$ cat src/rtl/core/rle_pkg.sv
// Shared types, constants and helpers for the RLE byte stream decoder.
package rle_pkg;

  localparam int OUT_LANES = 4;
  localparam int LANE_W    = 8;
  localparam int DATA_W    = 32;
  localparam int DATA_LANES = (OUT_LANES < DATA_W / LANE_W) ? OUT_LANES : DATA_W / LANE_W;
  localparam int CNT_W     = 4;
  localparam int SIZE_W    = 24;
  localparam int TOK_W     = 8;

  localparam int FLAG_RUN_BIT = 7;
  localparam logic [TOK_W-1:0] REP_BIAS  = TOK_W'(3);
  localparam logic [TOK_W-1:0] LIT_BIAS  = TOK_W'(1);
  localparam logic [TOK_W-1:0] LANES_TOK = TOK_W'(OUT_LANES);

  typedef struct packed {
    logic [7:0] in_byte;
    logic       stream_start;
  } in_word_t;

  typedef struct packed {
    logic [DATA_W-1:0] out_bytes;
    logic [2:0]        byte_count;
    logic              last_of_input;
    logic              stream_done;
  } out_word_t;

  typedef enum logic [8:0] {
    ST_HDR0 = 9'b000000001,
    ST_HDR1 = 9'b000000010,
    ST_HDR2 = 9'b000000100,
    ST_HDR3 = 9'b000001000,
    ST_FLAG = 9'b000010000,
    ST_LIT  = 9'b000100000,
    ST_REPV = 9'b001000000,
    ST_RUN  = 9'b010000000,
    ST_DONE = 9'b100000000
  } phase_t;

  // replicate a byte into the low cnt lanes, upper lanes zero
  function automatic logic [DATA_W-1:0] fill_lanes(input logic [7:0] b,
                                                   input logic [CNT_W-1:0] cnt);
    logic [DATA_W-1:0] d;
    d = '0;
    for (int i = 0; i < DATA_LANES; i++) begin
      if (CNT_W'(i) < cnt) begin
        d[i*LANE_W +: LANE_W] = b;
      end
    end
    return d;
  endfunction

endpackage

$ cat src/rtl/core/rle_byte_stream_decoder_top.sv
// RLE byte stream decoder: header parse, literal pass-through, packed repeat runs.
// Header and flag words update the sequencer state; a literal result sits in
// the output register the cycle after its input word is accepted.
// A repeat value word sets up the run, then results follow one packed word per
// cycle while the output is free, as the shared subtractor steps the run count;
// input is stalled for the whole run, and output back-pressure stretches it.
// Reset (rst_n low, synchronous) returns to header byte zero and empties the output.
module rle_byte_stream_decoder_top
  import rle_pkg::*;
(
  input  logic      clk,
  input  logic      rst_n,
  input  logic      in_valid,
  output logic      in_stall,
  input  in_word_t  in_data,
  output logic      out_valid,
  input  logic      out_stall,
  output out_word_t out_data
);

  // sequencer state
  phase_t              phase_r, phase_nxt;
  logic [SIZE_W-1:0]   bytes_rem_r, bytes_rem_nxt;
  logic [TOK_W-1:0]    tok_left_r, tok_left_nxt;
  // repeat run in progress
  logic [TOK_W-1:0]    run_left_r, run_left_nxt;
  logic [7:0]          run_byte_r, run_byte_nxt;
  logic                run_fin_r, run_fin_nxt;
  // output register
  logic                out_valid_r, out_valid_nxt;
  out_word_t           out_data_r, out_data_nxt;

  logic                out_free;
  logic                accept;
  phase_t              eff_phase;
  phase_t              sel_phase;
  logic [TOK_W-1:0]    run_n;
  logic [TOK_W-1:0]    chunk;
  // the one shared subtractor
  logic [SIZE_W-1:0]   sub_a, sub_b, sub_y;
  logic [SIZE_W-1:0]   hdr_size;

  assign out_free  = ~out_valid_r | ~out_stall;
  assign in_stall  = (phase_r == ST_RUN) | ~out_free;
  assign accept    = in_valid & ~in_stall;
  assign eff_phase = in_data.stream_start ? ST_HDR0 : phase_r;
  assign sel_phase = (phase_r == ST_RUN) ? ST_RUN : eff_phase;

  // run length cut to what is left of the stream
  assign run_n = ({{(SIZE_W-TOK_W){1'b0}}, tok_left_r} > bytes_rem_r) ?
                 bytes_rem_r[TOK_W-1:0] : tok_left_r;
  assign chunk = (run_left_r > LANES_TOK) ? LANES_TOK : run_left_r;

  always_comb begin
    sub_a = '0;
    sub_b = '0;
    case (sel_phase)
      ST_LIT: begin
        sub_a = bytes_rem_r;
        sub_b = SIZE_W'(1);
      end
      ST_REPV: begin
        sub_a = bytes_rem_r;
        sub_b = {{(SIZE_W-TOK_W){1'b0}}, run_n};
      end
      ST_RUN: begin
        sub_a = {{(SIZE_W-TOK_W){1'b0}}, run_left_r};
        sub_b = {{(SIZE_W-TOK_W){1'b0}}, chunk};
      end
      default: begin
        sub_a = '0;
        sub_b = '0;
      end
    endcase
  end

  assign sub_y    = sub_a - sub_b;
  assign hdr_size = bytes_rem_r | {in_data.in_byte, 16'h0000};

  always_comb begin
    phase_nxt     = phase_r;
    bytes_rem_nxt = bytes_rem_r;
    tok_left_nxt  = tok_left_r;
    run_left_nxt  = run_left_r;
    run_byte_nxt  = run_byte_r;
    run_fin_nxt   = run_fin_r;
    out_valid_nxt = out_valid_r & out_stall;
    out_data_nxt  = out_data_r;

    if (accept) begin
      case (eff_phase)
        ST_HDR0: begin
          bytes_rem_nxt = '0;
          tok_left_nxt  = '0;
          phase_nxt     = ST_HDR1;
        end
        ST_HDR1: begin
          bytes_rem_nxt = {16'h0000, in_data.in_byte};
          phase_nxt     = ST_HDR2;
        end
        ST_HDR2: begin
          bytes_rem_nxt = bytes_rem_r | {8'h00, in_data.in_byte, 8'h00};
          phase_nxt     = ST_HDR3;
        end
        ST_HDR3: begin
          bytes_rem_nxt = hdr_size;
          phase_nxt     = (hdr_size == '0) ? ST_DONE : ST_FLAG;
        end
        ST_FLAG: begin
          if (in_data.in_byte[FLAG_RUN_BIT]) begin
            tok_left_nxt = {1'b0, in_data.in_byte[6:0]} + REP_BIAS;
            phase_nxt    = ST_REPV;
          end else begin
            tok_left_nxt = {1'b0, in_data.in_byte[6:0]} + LIT_BIAS;
            phase_nxt    = ST_LIT;
          end
        end
        ST_LIT: begin
          bytes_rem_nxt              = sub_y;
          tok_left_nxt               = tok_left_r - LIT_BIAS;
          out_valid_nxt              = 1'b1;
          out_data_nxt.out_bytes     = {{(DATA_W-8){1'b0}}, in_data.in_byte};
          out_data_nxt.byte_count    = 3'd1;
          out_data_nxt.last_of_input = 1'b1;
          out_data_nxt.stream_done   = (sub_y == '0);
          if (sub_y == '0) begin
            phase_nxt = ST_DONE;
          end else if (tok_left_r == LIT_BIAS) begin
            phase_nxt = ST_FLAG;
          end
        end
        ST_REPV: begin
          bytes_rem_nxt = sub_y;
          tok_left_nxt  = '0;
          run_left_nxt  = run_n;
          run_byte_nxt  = in_data.in_byte;
          run_fin_nxt   = (sub_y == '0);
          if (run_n != '0) begin
            phase_nxt = ST_RUN;
          end else begin
            phase_nxt = (sub_y == '0) ? ST_DONE : ST_FLAG;
          end
        end
        default: begin
          phase_nxt = phase_r;
        end
      endcase
    end

    // drain a repeat run, one packed word per free output slot
    if (phase_r == ST_RUN && out_free) begin
      out_valid_nxt              = 1'b1;
      out_data_nxt.out_bytes     = fill_lanes(run_byte_r, chunk[CNT_W-1:0]);
      out_data_nxt.byte_count    = chunk[2:0];
      out_data_nxt.last_of_input = (sub_y == '0);
      out_data_nxt.stream_done   = (sub_y == '0) & run_fin_r;
      run_left_nxt               = sub_y[TOK_W-1:0];
      if (sub_y == '0) begin
        phase_nxt = run_fin_r ? ST_DONE : ST_FLAG;
      end
    end
  end

  always_ff @(posedge clk) begin
    if (!rst_n) begin
      phase_r     <= ST_HDR0;
      bytes_rem_r <= '0;
      tok_left_r  <= '0;
      run_left_r  <= '0;
      run_fin_r   <= 1'b0;
      out_valid_r <= 1'b0;
    end else begin
      phase_r     <= phase_nxt;
      bytes_rem_r <= bytes_rem_nxt;
      tok_left_r  <= tok_left_nxt;
      run_left_r  <= run_left_nxt;
      run_fin_r   <= run_fin_nxt;
      out_valid_r <= out_valid_nxt;
    end
  end

  always_ff @(posedge clk) begin
    run_byte_r <= run_byte_nxt;
    out_data_r <= out_data_nxt;
  end

  assign out_valid = out_valid_r;
  assign out_data  = out_data_r;

  // a run in flight always has bytes left to send
  a_run_nonempty: assert property (@(posedge clk) disable iff (!rst_n)
    (phase_r == ST_RUN) |-> (run_left_r != '0))
    else $error("repeat run active with nothing left");

  // the final byte of a stream closes its input word
  a_done_is_last: assert property (@(posedge clk) disable iff (!rst_n)
    (out_valid_r && out_data_r.stream_done) |-> out_data_r.last_of_input)
    else $error("stream_done without last_of_input");

  // a word finishing a stream leaves the sequencer in the done state
  a_done_phase: assert property (@(posedge clk) disable iff (!rst_n)
    (out_valid_nxt && out_data_nxt.stream_done && !(out_valid_r && out_stall))
      |=> (phase_r == ST_DONE))
    else $error("stream finished but sequencer not done");

endmodule
$ cat config.mk
export PLATFORM = sky130hd
export DESIGN_NAME = rle_byte_stream_decoder_top
export DESIGN_NICKNAME = d
export VERILOG_FILES = /design/src/rtl/core/rle_pkg.sv /design/src/rtl/core/rle_byte_stream_decoder_top.sv
export SDC_FILE = /design/constraint.sdc
export NUM_CORES = 1
export LEC_CHECK = 0
export BUFFER_PORTS_ARGS = -buffer_cell sky130_fd_sc_hd__buf_4
export CAP_MARGIN = 40
export CORE_MARGIN = 2
export CORE_UTILIZATION = 40
export CTS_BUF_LIST = sky130_fd_sc_hd__clkbuf_16
export DETAILED_ROUTE_END_ITERATION = 7
export PLACE_DENSITY_LB_ADDON = 0.2
export SETUP_SLACK_MARGIN = 0.05
export SYNTH_ARGS = -nofsm -noshare
export SYNTH_HDL_FRONTEND = slang
export SYNTH_SLANG_ARGS = --single-unit
$ cat constraint.sdc
create_clock -name clk -period 6.2 [get_ports clk]
set_input_delay 0.93 -clock clk [delete_from_list [all_inputs] [get_ports clk]]
set_output_delay 0.93 -clock clk [all_outputs]
set_load 0.01 [all_outputs]
# Word level (Yosys, flattened, before mapping)
# Index checks and enable logic that the tools add are counted.
[word_totals]
regBits = 96
in_bits = 13
output_inout_bits = 39
elab_cells = 94
[op_classes]
addsub = 4
n_lt_le_gt_ge = 6
n_eq_ne = 12
mux = 33
n_bitwise = 11
reduce_logical = 17
[op_table]
columns = ["cell", "n"]
rows = [
  ["$pmux W24 S5", 1],
  ["$mux W37", 3],
  ["$mux W9", 11],
  ["$mux W8", 10],
  ["$pmux W9 S7", 1],
  ["$logic_not A24 Y1", 2],
  ["$pmux W24 S2", 1],
  ["$pmux W8 S3", 2],
  ["$gt A8 B24 Y1", 1],
  ["$or A24 B16 Y24", 1],
  ["$or A24 B24 Y24", 1],
  ["$sub A24 B24 Y24", 1],
  ["$eq A9 B6 Y1 const B", 2],
  ["$eq A9 B7 Y1 const B", 2],
  ["$eq A9 B8 Y1 const B", 2],
  ["$reduce_and A2 Y1", 5],
  ["$eq A9 B1 Y1 const B", 1],
  ["$eq A9 B2 Y1 const B", 1],
  ["$eq A9 B3 Y1 const B", 1],
  ["$eq A9 B4 Y1 const B", 1],
  ["$eq A9 B5 Y1 const B", 1],
  ["$add A7 B1 Y8 const B", 1],
  ["$add A7 B2 Y8 const B", 1],
  ["$eq A8 B1 Y1 const B", 1],
  ["other kinds (15)", 29],
]

# Longest topological paths before layout
# Gate-level depths: netlist of run 1.
[depth]
word_depth = 13
depth_mapped = 22

# Worst setup path after synthesis of run 1
# No wires, ideal clock.
[synth_path]
kind = "in2reg"
start = "input port in_data[0] in the netlist's numbering"
end = "register out_data_r, in the netlist out_data[0] (enable)"
setup_time_ps = 483
arrival_time_ps = 4556
setup_slack_ps = 1161
stages = 6
path_buffers = 2
path_cell_list = "buf_2 -> nor3_2 -> and3_1 -> nand3b_1 -> clkbuf_1 -> o21ai_0"
[synth_between]
elab_chain_cells = 4
[synth_rtl]
columns = ["element", "line_no", "text"]
rows = [
  ["from (decl)", "rle_byte_stream_decoder_top.sv:15", "input in_word_t in_data,"],
  ["$mux W9", "rle_byte_stream_decoder_top.sv:46", "assign eff_phase = in_data.stream_start ? ST_HDR0 : phase_r;"],
  ["$eq A9 B6 Y1", "rle_byte_stream_decoder_top.sv:91", "case (eff_phase)"],
  ["$reduce_bool A2 Y1 (no source line)", "n/a", ""],
  ["$reduce_and A2 Y1 (no source line)", "n/a", ""],
  ["to (signal assigned)", "rle_byte_stream_decoder_top.sv:184", "out_data_r <= out_data_nxt;"],
  ["to (decl)", "rle_byte_stream_decoder_top.sv:31", "out_word_t out_data_r, out_data_nxt;"],
]
# No other way between the ends.
# A chain may end at the register's enable or synchronous reset.

# Worst setup path after layout of run 1
[layout_path]
start = "register bytes_rem_r[8]"
end = "register phase_r[2]"
[layout_between]
elab_chain_cells = 10
[layout_rtl]
columns = ["element", "line_no", "text"]
rows = [
  ["from (decl)", "rle_byte_stream_decoder_top.sv:23", "logic [SIZE_W-1:0] bytes_rem_r, bytes_rem_nxt;"],
  ["from (signal assigned)", "rle_byte_stream_decoder_top.sv:174", "bytes_rem_r <= bytes_rem_nxt;"],
  ["$gt A8 B24 Y1", "rle_byte_stream_decoder_top.sv:50", "assign run_n = ({{(SIZE_W-TOK_W){1'b0}}, tok_left_r} > bytes_rem_r) ?"],
  ["$mux W8", "rle_byte_stream_decoder_top.sv:50", ""],
  ["$pmux W8 S3", "rle_byte_stream_decoder_top.sv:57", "case (sel_phase)"],
  ["$sub A24 B24 Y24", "rle_byte_stream_decoder_top.sv:77", "assign sub_y = sub_a - sub_b;"],
  ["$logic_not A24 Y1", "rle_byte_stream_decoder_top.sv:126, rle_byte_stream_decoder_top.sv:158", ""],
  ["$mux W9", "rle_byte_stream_decoder_top.sv:126", "if (sub_y == '0) begin"],
  ["$pmux W9 S7", "rle_byte_stream_decoder_top.sv:91", ""],
  ["$mux W9", "rle_byte_stream_decoder_top.sv:90", "if (accept) begin"],
  ["$mux W9", "rle_byte_stream_decoder_top.sv:158", "if (sub_y == '0) begin"],
  ["$mux W9 *", "rle_byte_stream_decoder_top.sv:151", "if (phase_r == ST_RUN && out_free) begin"],
  ["to (signal assigned)", "rle_byte_stream_decoder_top.sv:173", "phase_r <= phase_nxt;"],
  ["to (decl)", "rle_byte_stream_decoder_top.sv:22", "phase_t phase_r, phase_nxt;"],
]
# Mark *: on every way between the ends. The rest lies on a longest branch, timed or not.

==> reports/summary.txt, run 1 <==
status = finished clean
TritonCTS clock tree = built
Crit. End Element = flop
top cell type's share of synthesized area = 23.38%
CP max stage delay = 630 ps
core area = 13990 um^2
Unique masters post-synth = 72
Synth Instances = 650
Hold Violations, Final = 0
clk root buf = clkbuf_16
Antenna Nets Post-Route = 0
Mean Syn Cell Area = 8.891 um^2
width of the die = 124.2 um
H-tree levels = 3
#FFs+latches synth = 96
RePlAce Congestion = 0.9169
PostCTS Resize Cnt = 0
Lkg Pwr = 2.382 nW
vias in the first global route = 4874
die area = 15430 um^2
# Max-Cap Violations = 0
layout cells sized above 1 = 15.09%
worst r2r src = bytes_rem_r[8]
number of synthesized flops with an enable pin = 45
clk buf depth = 2
Worst R2R Path Depth = 18
largest area contributor in the netlist = edfxtp_1
crit path kind = flop to flop
Max IR drop VDD = 0.1035 mV
Slew Limit Fails = 0
Primary FF master, synth = dfxtp_1
Rel. slew slack = 40.27%
GR Overflow Total = 0
most used cell, CP = nor2_1
Worst Hold Class = flop to flop
starting density of the core = 41.31%
DR pass1 iterations = 5
post-layout power = 0.001454 W
PD cells = 217.6 nW/um^2
Tcrit/Tclk final = 88.20%
worst-margin pin slew = 892.0 ps
Crit path arrival time = 5700 ps
WL/cell = 19.59 um
Inserted Diodes = 0
Hold EP = bytes_rem_r[21]
Initial DRC Count = 528
GRT Overall Usage = 21.95%
cell area after synthesis = 5779 um^2
port bufs = 51
Post-CTS Hold Buffers = 0
post-DR vias/cell = 5.925
critical-path cell list = nor4_4 -> and4_4 -> nand3_2 -> a2111o_1 -> nor2_1 -> a21oi_1 -> or2_2 -> ha_1 -> a211oi_1 -> nand2_1 -> o21ai_1 -> buf_4 -> and2_1 -> a31oi_1 -> o32ai_1 -> nand4_2 -> o21ai_2 -> nor2_1
crit path max fanout = 16
Fin Hold WS = 477.2 ps
Final #Nets = 718
Post-CTS Setup Inserts = 0
top area cells in the synthesized netlist = edfxtp_1 (23%), dfxtp_1 (18%), nor2_1 (5.1%), ha_1 (4.1%), a21oi_1 (4.1%)
TritonCTS Buffers = 9
# DRC = 0
endpoints failing setup = 0
Clock transition at path regs = 70 ps
# clock sinks = 96
setup_tns = 0 ps
I/O Pins = 52
Peak Freq = 182.9 MHz
Synth async-reset ratio = 0%
YS warnings = 0
r2r endpoint = phase_r[2]
part of the Yosys area used for sequential elements = 41.05%
Die H = 124.2 um
skew final = 12.75 ps
CP Buf/Inv Count = 1
CP top delay family = compound AO/OA/AOI/OAI gates
startpoint types = flop
non-filler cells in the finished layout = 869
vias after detailed routing = 5149
critical path's slowest cell = a2111o_1
largest net degree at the start of global routing = 29
Hold Startpoint = bytes_rem_r[21]
final wirelength = 17020 um
hold depth = 2
unrepaired setup endpoints after global routing = no
placed instance count = 853
Placement Rows = 43
worst skew pair latency = 360 ps
initial antenna violation count = 0
Area Growth Syn to Fin = 15.61%
post-DP HPWL = 12420 um
worst endpoint required time = 6430 ps
syn_nets = 684
setup slack, reg-to-reg = 730 ps
first-pass GRT wire length = 26940 um
minimum clock period = 5468 ps
==> placed cells by master (no fill, tap or decap), types with 5 or more instances in the layout <==
cell type	instances
nor2_1	78
buf_4	57
nand2_1	52
dfxtp_1	51
a21oi_1	47
edfxtp_1	45
o21ai_0	44
a22oi_1	26
and2_1	26
inv_1	25
ha_1	19
nor3_1	15
a22o_1	12
xor2_1	10
clkbuf_16	10
o221ai_1	9
xnor2_1	9
o21ai_1	8
nand3_1	7
o21a_1	7
a211oi_1	7
nand4_1	7
o22ai_1	7
nand3b_1	6
nand2b_1	6
nor4_1	6
or2_2	5
a31oi_1	5
a21o_1	5
==> power by group <==
part / leakage (nW) / switching (W) / total [W] / internal (W)
Sequential: 0.801 / 0.0000124 / 0.000677 / 0.000665
Combinational: 1.42 / 0.0000910 / 0.000144 / 0.0000528
Clock: 0.166 / 0.000253 / 0.000633 / 0.000380
Total: 2.38 / 0.000356 / 0.00145 / 0.00110
==> worst min-delay path, cell delays in order (launching register included) <==
cell and delay, ps:
dfxtp_1 330, inv_1 50, a21oi_1 50
==> layer usage <==
layer | GRT usage, % | part of all wire [%] | vias up
li1 | - | - | 2467
met1 | 29.50 | 44 | 2441
met2 | 35.00 | 47 | 207
met3 | 3.313 | 5.7 | 34
met4 | 9.848 | 2.8 | 0
met5 | 0 | 0 | -
==> synthesized netlist by cell type (all sizes together) (3+ instances only) <==
cell,n
a211o,3
a211oi,9
a21o,5
a21oi,48
a22o,12
a22oi,26
a31oi,5
and2,26
and3,3
buf,17
clkbuf,20
dfxtp,51
edfxtp,45
ha,19
inv,26
mux2i,4
nand2,52
nand2b,7
nand3,9
nand3b,6
nand4,8
nor2,79
nor2b,3
nor3,17
nor3b,5
nor4,8
nor4b,3
o21a,7
o21ai,55
o221ai,9
o22ai,7
or2,6
or3,3
or4,3
xnor2,9
xor2,10
==> area by class of cell <==
cell class / instances / area (um^2)
clock buffers: 10 / 250.2
clock inverters: 6 / 88.84
fillers: 1353 / 7307
inverters: 27 / 101.3
multi-input cells: 490 / 3153
flip-flops and latches: 96 / 2372
well taps: 180 / 225.2
repair buffers: 60 / 490.5
==> worst max-delay path by stage <==
stage / startpoint / end / slack, ps / cells after the start
6_report: bytes_rem_r[8] / phase_r[2] / 730 / 18
5_1_grt: bytes_rem_r[8] / phase_r[2] / 360 / 16
4_1_cts: bytes_rem_r[8] / phase_r[6] / 790 / 18
2_1_floorplan: in_data[0] / out_data[0] / 1160 / 6
3_3_place_gp: bytes_rem_r[8] / phase_r[1] / 940 / 18
3_5_place_dp: bytes_rem_r[8] / phase_r[1] / 820 / 18
==> flip-flops by register name (all words and copies together) (netlist names) <==
name	cells
out_data	37
bytes_rem_r	24
phase_r	9
run_byte_r	8
run_left_r	8
tok_left_r	8
out_valid	1
run_fin_r	1
==> stage by stage <==
stage | setup WS (ps) | instance area, um^2 | utilization, %
after global routing | 360.9 | 6681 | 47.76
after floorplan | 1161 | 5779 | -
after CTS | 786.6 | 6681 | 47.76
final | 731.9 | 6681 | 47.76
after detailed placement | 815.9 | 6342 | 45.34
after global placement | 940.2 | 6272 | 44.84
==> kinds of logic after synthesis <==
kind of cell	count (synthesis)	synth area share (%)
and+or+nand+nor	243	22.54
AOI/OAI and AO/OA	203	23.23
adders and majority gates	21	4.806
DFF	96	41.05
buffers and inverters	64	4.590
muxes	4	0.9093
xor gates and xnor gates	19	2.879
No activity file was read; power rests on OpenSTA's default activity.
==> run 2: changes to the inputs <==
--- a/config.mk
+++ b/config.mk
@@ -11,7 +11,7 @@
 export CORE_UTILIZATION = 40
 export CTS_BUF_LIST = sky130_fd_sc_hd__clkbuf_16
 export DETAILED_ROUTE_END_ITERATION = 7
-export PLACE_DENSITY_LB_ADDON = 0.2
+export PLACE_DENSITY = 0.59
 export SETUP_SLACK_MARGIN = 0.05
 export SYNTH_ARGS = -nofsm -noshare
 export SYNTH_HDL_FRONTEND = slang
==> run 2 against run 1 <==
Net effect:
- non-clock buffer count unchanged
- largest power group unchanged
- core utilization down 0.41 points
- via count down 0.89%
- largest cell class unchanged
- clock power down 8.5%
- critical path depth down 1
==> reports/summary.txt, run 2 (synthesis gave the netlist of run 1 again) <==
crit path max fanout = 16 (unchanged)
r2r endpoint = phase_r[3]
WL/cell = 19.26 um (-1.7%)
worst endpoint required time = 6430 ps (about the same)
Fillers = 1350 (-0.22%)
clk root buf = clkbuf_16
endpoints failing setup = 0 (unchanged)
I/O Pins = 52 (unchanged)
worst-margin pin slew = 905.8 ps (+13.81 ps)
Crit path arrival time = 5660 ps (-40 ps)
Tcrit/Tclk final = 87.43% (-0.76 points)
post-DR vias/cell = 5.872 (-0.89%)
PostCTS Resize Cnt = 0 (unchanged)
Inserted Diodes = 0 (unchanged)
H-tree levels = 3 (unchanged)
width of the die = 124.2 um (unchanged)
clk buf depth = 2 (unchanged)
post-route setup slack = 779.3 ps (+47.38 ps)
pre-CTS worst setup slack = 761.2 ps (-54.70 ps)
Worst Hold Class = flop to flop
# Max-Cap Violations = 0 (unchanged)
PD cells = 210.6 nW/um^2 (-3.2%)
DR pass1 iterations = 5 (unchanged)
core area = 13990 um^2 (unchanged)
RePlAce Congestion = 0.9453 (+3.1%)
Lkg Pwr = 2.357 nW (-1.1%)
Post-CTS Setup Inserts = 0 (unchanged)
initial antenna violation count = 0 (unchanged)
GRT Overall Usage = 21.84% (-0.11 points)
clock network fraction of total power = 41.5% (-2.0 points)
max reg flops = 37 (unchanged)
die area = 15430 um^2 (unchanged)
most common cell after layout, fill and taps aside = nor2_1
worst r2r src = bytes_rem_r[9]
Max IR drop VDD = 0.1121 mV (+8.3%)
Slew Limit Fails = 0 (unchanged)
vias in the first global route = 4900 (+0.53%)
Clock transition at path regs = 70 ps (about the same)
combinational power share = 10.0% (about the same)
largest net degree at the start of global routing = 30 (+3.4%)
Post-CTS Hold Buffers = 0 (unchanged)
final wirelength = 16730 um (-1.7%)
# DRC = 0 (unchanged)
worst skew pair latency = 360 ps (about the same)
starting density of the core = 41.31% (unchanged)
Rel. slew slack = 39.21% (-1.1 points)
most frequent cells in the layout = nor2_1 (78), buf_4 (59), nand2_1 (52)
setup slack, reg-to-reg = 780 ps (+50 ps)
Seq pwr share = 48.5% (+1.9 points)
Die H = 124.2 um (unchanged)
Antenna Nets Post-Route = 0 (unchanged)
Peak Freq = 184.5 MHz (+0.87%)
skew final = 9.998 ps (-2.750 ps)
post-DP HPWL = 12400 um (-0.14%)
TritonCTS Buffers = 9 (unchanged)
unrepaired setup endpoints after global routing = no
minimum clock period = 5421 ps (-47.38 ps)
startpoint types = flop
Area Growth Syn to Fin = 14.61%
worst setup path startpoint = bytes_rem_r[9]
Initial DRC Count = 429 (-19%)
layout cells sized above 1 = 15.09% (unchanged)
crit path kind = flop to flop
Placement Rows = 43 (unchanged)
TritonCTS clock tree = built
Switch Pwr = 0.0003614 W (+1.4%)
Crit. End Element = flop
setup_tns = 0 ps (unchanged)
Internal = 0.001034 W (-5.8%)
port bufs = 51 (unchanged)
Worst R2R Path Depth = 17 (-1)
Net Sw Frac = 25.90% (+1.4 points)
Hold Violations, Final = 0 (unchanged)
first-pass GRT wire length = 26840 um (-0.38%)
# clock sinks = 96 (unchanged)
Final #Nets = 718 (unchanged)
vias after detailed routing = 5103 (-0.89%)
GR Overflow Total = 0 (unchanged)
Critical Path Sink = phase_r[3]
status = finished clean
[run 2: cell count changes in the layout (fill, tap and decap cells not counted), sizes merged]
cell	delta
inv	+2
bufinv	-1
clkbuf	-1
[run 2: power by group through the flow]
stage	sequential, W	clock (W)	combinational (W)
2_1_floorplan	0.000686	0	0.000105
3_3_place_gp	0.000690	0	0.000135
3_5_place_dp	0.000690	0	0.000138
4_1_cts	0.000676	0.000590	0.000138
5_1_grt	0.000677	0.000620	0.000152
6_report	0.000676	0.000579	0.000139
[run 2: worst min path at each step]
stage / from / endpoint / slack [ps] / depth (start not counted)
global route: bytes_rem_r[21] / bytes_rem_r[21] / 510 / 2
global placement: bytes_rem_r[21] / bytes_rem_r[21] / 460 / 2
detailed placement: bytes_rem_r[21] / bytes_rem_r[21] / 470 / 2
finish: bytes_rem_r[16] / bytes_rem_r[16] / 480 / 2
CTS: bytes_rem_r[21] / bytes_rem_r[21] / 480 / 2
floorplan: bytes_rem_r[21] / bytes_rem_r[21] / 440 / 2
[run 2: metal layers]
metal	track usage, %	wire length (um)	up-vias
li1	-	-	2457
met1	28.40	7397	2422
met2	35.17	7716	190
met3	4.475	1159	34
met4	9.584	460	0
met5	0	0	-
[run 2: final cells by class]
class | instances | area [um^2] | area share, %
well taps | 180 | 225.2 | 3.400
inverters | 27 | 101.3 | 1.530
flip-flops and latches | 96 | 2372 | 35.81
clock buffers | 9 | 225.2 | 3.400
multi-input cells | 490 | 3153 | 47.60
repair buffers | 60 | 470.5 | 7.102
clock inverters | 7 | 76.32 | 1.152
[run 2: worst max-delay path: stages (launching register included)]
cell      delay (ps)
dfxtp_1          380
nor4_4           410
and4_4           330
nand3_2          100
a2111o_1         610
nor2_1           170
a21oi_1           70
or2_2            310
ha_1             350
a211oi_1         350
nand2_1           90
o21ai_1          710
and2_1           250
a31oi_1          110
o32ai_1          370
nand4_2          270
o21ai_2          320
nor2_1            80
[run 2: per-stage QoR]
step	area [um^2]	hold slack [ps]	total power, W	instances	utilization (%)
floorplan	5779	437.9	0.0007911	650	-
CTS	6624	481.9	0.001404	869	47.35
global route	6624	509.1	0.001450	869	47.35
finish	6624	483.2	0.001395	869	47.35
global placement	6287	464.1	0.0008256	851	44.95
detailed placement	6322	470.7	0.0008280	853	45.20
